$ cat config.mk
export PLATFORM = sky130hd
export DESIGN_NAME = dsp_ram
export DESIGN_NICKNAME = d
export VERILOG_FILES = /design/src/dsp_ram.sv
export SDC_FILE = /design/constraint.sdc
export NUM_CORES = 2
export LEC_CHECK = 0
export ABC_AREA = 1
export ABC_CLOCK_PERIOD_IN_PS = 5200
export BUFFER_PORTS_ARGS = -buffer_cell sky130_fd_sc_hd__buf_2
export CAP_MARGIN = 20
export CORE_MARGIN = 4
export CORE_UTILIZATION = 40
export DETAILED_ROUTE_END_ITERATION = 16
export PLACE_DENSITY = 0.66
export SYNTH_ARGS = -nofsm -noshare
export SYNTH_HDL_FRONTEND = slang
export SYNTH_SLANG_ARGS = --single-unit
$ cat constraint.sdc
create_clock -name i_clk -period 5.2 [get_ports i_clk]
set_clock_uncertainty 0.1 [all_clocks]
set_input_delay 0.52 -clock i_clk [delete_from_list [all_inputs] [get_ports i_clk]]
set_output_delay 0.52 -clock i_clk [all_outputs]
set_load 0.03 [all_outputs]
$ cat src/dsp_ram.sv
// Generic single-port-write, single-port-read synchronous RAM, registered read.
// No dependencies.
`default_nettype none
module dsp_ram #(
    parameter int WIDTH = 8,
    parameter int DEPTH = 256
) (
    input  wire                      i_clk,
    input  wire                      i_we,
    input  wire [$clog2(DEPTH)-1:0]  i_waddr,
    input  wire [WIDTH-1:0]          i_wdata,
    input  wire [$clog2(DEPTH)-1:0]  i_raddr,
    output logic [WIDTH-1:0]         o_rdata
);
    logic [WIDTH-1:0] r_mem [DEPTH];
    always_ff @(posedge i_clk) begin
        if (i_we) begin
            r_mem[i_waddr] <= i_wdata;
        end
        o_rdata <= r_mem[i_raddr];
    end
endmodule
`default_nettype wire

==> impl_results.html <==
<table>
<tr><th>Metric</th><th>Value</th></tr>
<tr><th colspan="2">GRT</th></tr>
<tr><td>Vias in the first global route</td><td>51810</td></tr>
<tr><td>Global-route wire length before repair</td><td>340200 um</td></tr>
<tr><td>GR Overflow Total</td><td>0</td></tr>
<tr><td>Largest net degree at the start of global routing</td><td>254</td></tr>
<tr><td>Number of antenna violations at the first check in global routing</td><td>16</td></tr>
<tr><td>Total routing resource utilization after global routing</td><td>0.2060</td></tr>
<tr><th colspan="2">Clocking</th></tr>
<tr><td>Post-CTS Hold Buffers</td><td>0</td></tr>
<tr><td>Clock root buffer</td><td>sky130_fd_sc_hd__clkbuf_16</td></tr>
<tr><td>Deepest clock path buffer count</td><td>3</td></tr>
<tr><td>CTS tree</td><td>yes</td></tr>
<tr><td>Post-CTS setup-driven buffer insertion count</td><td>0</td></tr>
<tr><td>CTS-repair resized insts</td><td>0</td></tr>
<tr><td>Total clock sinks</td><td>2056</td></tr>
<tr><td>Maximum level of the CTS H-tree</td><td>4</td></tr>
<tr><td>Clock Latency Late Sink</td><td>0.87 ns</td></tr>
<tr><td>Number of buffers added by the clock tree synthesis step</td><td>202</td></tr>
<tr><td>Reg clk slew, reported paths</td><td>0.06 ns</td></tr>
<tr><th colspan="2">Critical path</th></tr>
<tr><td>Startpoint types</td><td>input pin</td></tr>
<tr><td>Data required time of the critical path</td><td>5.87 ns</td></tr>
<tr><td>Beginning of the critical path</td><td>i_raddr[0]</td></tr>
<tr><td>Stage delay of the slowest cell on the critical path</td><td>0.67 ns</td></tr>
<tr><td>Startpoint of the lowest-slack register-to-register path</td><td>r_mem[142][6]</td></tr>
<tr><td>Sort of element at the end of the critical path</td><td>register</td></tr>
<tr><td>Depth of the worst register-to-register path</td><td>10</td></tr>
<tr><td>Worst path cell trace</td><td>buf_8 &gt; inv_16 &gt; buf_4 &gt; nand2_1 &gt; nand3_1 &gt; nand3_1 &gt; nand3_1 &gt; nand3_1 &gt; nand3_1 &gt; nand3_1 &gt; nand2_1 &gt; nand2_1 &gt; nand2_1</td></tr>
<tr><td>Cell seen most often among critical-path stages</td><td>sky130_fd_sc_hd__nand3_1</td></tr>
<tr><td>Critical setup path kind</td><td>in2reg</td></tr>
<tr><td>Highest net fanout along the worst path</td><td>253</td></tr>
<tr><td>Worst R2R End</td><td>o_rdata[6]</td></tr>
<tr><td>Capturing instance or port of the critical path</td><td>o_rdata[1]</td></tr>
<tr><td>WP data arrival</td><td>3.89 ns</td></tr>
<tr><td>Cell with the biggest individual delay on the critical path</td><td>sky130_fd_sc_hd__inv_16</td></tr>
<tr><td>FF-to-FF setup slack</td><td>2.95 ns</td></tr>
<tr><th colspan="2">Synth</th></tr>
<tr><td>Mapped Nets</td><td>7029</td></tr>
<tr><td>Flops &amp; latches, synth</td><td>2056</td></tr>
<tr><td>Most common flop cell mapped by yosys</td><td>sky130_fd_sc_hd__edfxtp_1</td></tr>
<tr><td>Largest area contributor in the synthesized netlist</td><td>sky130_fd_sc_hd__edfxtp_1</td></tr>
<tr><td>List of most frequent post-synthesis cells</td><td>2123 x sky130_fd_sc_hd__nand2_1, 2048 x sky130_fd_sc_hd__edfxtp_1, 2019 x sky130_fd_sc_hd__nand3_1, 283 x sky130_fd_sc_hd__nor2_1, 268 x sky130_fd_sc_hd__buf_2</td></tr>
<tr><td>Proportion of synthesized flip-flops having asynchronous set or reset</td><td>0</td></tr>
<tr><td>Yosys warnings</td><td>0</td></tr>
<tr><td>Fraction of the yosys area taken by sequential cells</td><td>0.7394</td></tr>
<tr><td>Mapped cell area</td><td>0.08340 mm2</td></tr>
<tr><td>Leading cell types by total area after synthesis</td><td>sky130_fd_sc_hd__edfxtp_1 74%, sky130_fd_sc_hd__nand3_1 12%, sky130_fd_sc_hd__nand2_1 9.6%</td></tr>
<tr><td>Area share of the largest cell type after synthesis</td><td>0.7374</td></tr>
<tr><td>Synthesized instance count</td><td>7003</td></tr>
<tr><td>Most repeated cell in the gate-level netlist after synthesis</td><td>sky130_fd_sc_hd__nand2_1</td></tr>
<tr><td>Number of library cell types mapped by synthesis</td><td>14</td></tr>
<tr><td>Mean Syn Cell Area</td><td>11.91 um2</td></tr>
<tr><td>Count of flip-flops with a built-in enable after synthesis</td><td>2048</td></tr>
<tr><th colspan="2">Timing</th></tr>
<tr><td>Share of the clock period used by the worst path</td><td>0.6197</td></tr>
<tr><td>Hold Violations, Final</td><td>0</td></tr>
<tr><td>Transition time at the pin with the least slew margin</td><td>1.265 ns</td></tr>
<tr><td>Aggregate negative setup slack</td><td>0 ns</td></tr>
<tr><td>Count of endpoints failing setup in the final report</td><td>0</td></tr>
<tr><td>Worst slew margin</td><td>0.1569</td></tr>
<tr><td>Slew Viols, Final</td><td>0</td></tr>
<tr><td>Final period demand of the worst path</td><td>3.223 ns</td></tr>
<tr><td>Setup repair after global routing missed its margin</td><td>no</td></tr>
<tr><td>Fmax achieved</td><td>0.3103 GHz</td></tr>
<tr><th colspan="2">Power and ir drop</th></tr>
<tr><td>Worst vdd ir</td><td>402.9 uV</td></tr>
<tr><td>Leakage dissipation</td><td>31.57 nW</td></tr>
<tr><td>Power per cell area</td><td>378.2 mW/mm2</td></tr>
<tr><td>Total power after layout</td><td>34.96 mW</td></tr>
<tr><th colspan="2">Placement</th></tr>
<tr><td>Total placed instance area</td><td>0.08582 mm2</td></tr>
<tr><td>DPL Wire Length</td><td>127300 um</td></tr>
<tr><td>Instance count after placement with tap cells included</td><td>9428</td></tr>
<tr><td>I/O Buffers</td><td>33</td></tr>
<tr><td>Final estimated routing congestion in global placement</td><td>0.8715</td></tr>
<tr><th colspan="2">Cells and area</th></tr>
<tr><td>NumNets Final</td><td>6870</td></tr>
<tr><td>Non-filler instance count after layout</td><td>9809</td></tr>
<tr><td>Area of combinational cells with multiple inputs</td><td>0.01914 mm2</td></tr>
<tr><td>Area of all placed cells without fillers</td><td>0.09243 mm2</td></tr>
<tr><td>Fraction of layout cells with a size suffix above 1</td><td>0.06102</td></tr>
<tr><td>Layout Utilization</td><td>0.4459</td></tr>
<tr><td>Post-synthesis to final-layout area growth</td><td>10.83%</td></tr>
<tr><td>Seq. cell area</td><td>0.06166 mm2</td></tr>
<tr><td>Number of filler instances in the final layout</td><td>18630</td></tr>
<tr><th colspan="2">Worst hold path</th></tr>
<tr><td>Worst hold path type</td><td>in2reg</td></tr>
<tr><th colspan="2">Routing</th></tr>
<tr><td>DRC Markers</td><td>0</td></tr>
<tr><td>Detailed-routing iteration count for the pre-antenna-repair pass</td><td>6</td></tr>
<tr><td>Average wire per standard cell</td><td>23.27 um</td></tr>
<tr><td>Routed vias</td><td>54790</td></tr>
<tr><td>Total Wirelength</td><td>228200 um</td></tr>
<tr><td>Starting DRC count in detailed routing</td><td>7411</td></tr>
<tr><td>Number of routed nets with antenna violations</td><td>0</td></tr>
<tr><td>Mean number of vias per cell</td><td>5.586</td></tr>
<tr><th colspan="2">Floorplanning</th></tr>
<tr><td>Cell row count</td><td>167</td></tr>
<tr><td>Number of top-level pins</td><td>34</td></tr>
<tr><td>Die Height</td><td>464.6 um</td></tr>
<tr><td>Overall die width</td><td>464.6 um</td></tr>
<tr><td>Standard cell core area</td><td>0.2073 mm2</td></tr>
<tr><td>Die area</td><td>0.2159 mm2</td></tr>
<tr><td>Initial Util</td><td>0.4023</td></tr>
<tr><th colspan="2">Flow run</th></tr>
<tr><td>Number of max-cap violations</td><td>0</td></tr>
<tr><th colspan="2">Run status</th></tr>
<tr><td>Run status</td><td>finished clean</td></tr>
</table>
cells by family (layout without fill, tap and decap cells):
logic type / after synthesis / after routing / share of synthesized area
simple gates: 4425 / 4425 / 0.2295
flops: 2056 / 2056 / 0.7394
buf+inv: 522 / 533 / 0.03119
other cells: 0 / 7 / 0
critical path: cells and delay by family:
family / cells / cell delay (ns)
buffers and inverters: 3 / 1.30
and+or+nand+nor: 10 / 1.66
metal layers:
metal | share of wire | vias to the layer above | track usage
met5 | 0.00018 | - | 0
met4 | 0.045 | 6 | 0.09070
met3 | 0.088 | 470 | 0.03510
met2 | 0.47 | 2835 | 0.3248
met1 | 0.40 | 26920 | 0.2815
li1 | - | 24560 | -
placed cells by master, fill, tap and decap left out, drive strengths merged:
master	instances
buf	120
bufinv	19
clkbuf	242
clkinv	99
clkinvlp	2
dfxtp	8
diode	7
edfxtp	2048
inv	51
nand2	2123
nand3	2019
nor2	283
per-stage QoR:
stage	setup slack (ns)	hold slack, ns
5_1_grt	1.957	0.04376
2_1_floorplan	3.089	0.5189
3_3_place_gp	1.263	0.8601
3_5_place_dp	1.241	0.8379
4_1_cts	2.130	0.003023
6_report	1.977	0.04603
cell type report:
type,count,area share
sequential,2056,0.6671
antenna,7,0.0001895
tap,2788,0.03774
multi-input combinational,4425,0.2070
timing repair buffer,120,0.01467
inverter,39,0.001949
clock buffer,242,0.05709
clock inverter,132,0.01423
state kept, by name, summed over array words and instances, names as in the netlist:
register and flops:
o_rdata 8, r_mem 2048
power by group:
group / internal, mW / leakage, nW / switching [mW]
logic: 0.471 / 9.83 / 1.58
registers: 18.3 / 18.5 / 0.0388
clock network: 8.23 / 3.26 / 6.38
total: 27.0 / 31.6 / 8.00
worst min path at each step:
stage	endpoint	startpoint	slack [ns]	cells past startpoint
2_1_floorplan	r_mem[0][0]	i_wdata[0]	0.52	0
3_3_place_gp	o_rdata[2]	r_mem[34][2]	0.86	10
3_5_place_dp	o_rdata[2]	r_mem[34][2]	0.84	10
4_1_cts	r_mem[109][6]	i_wdata[6]	0.003	1
5_1_grt	r_mem[109][6]	i_wdata[6]	0.04	1
6_report	r_mem[29][7]	i_wdata[7]	0.05	1
Note: power is estimated with default switching activity, not from simulation.
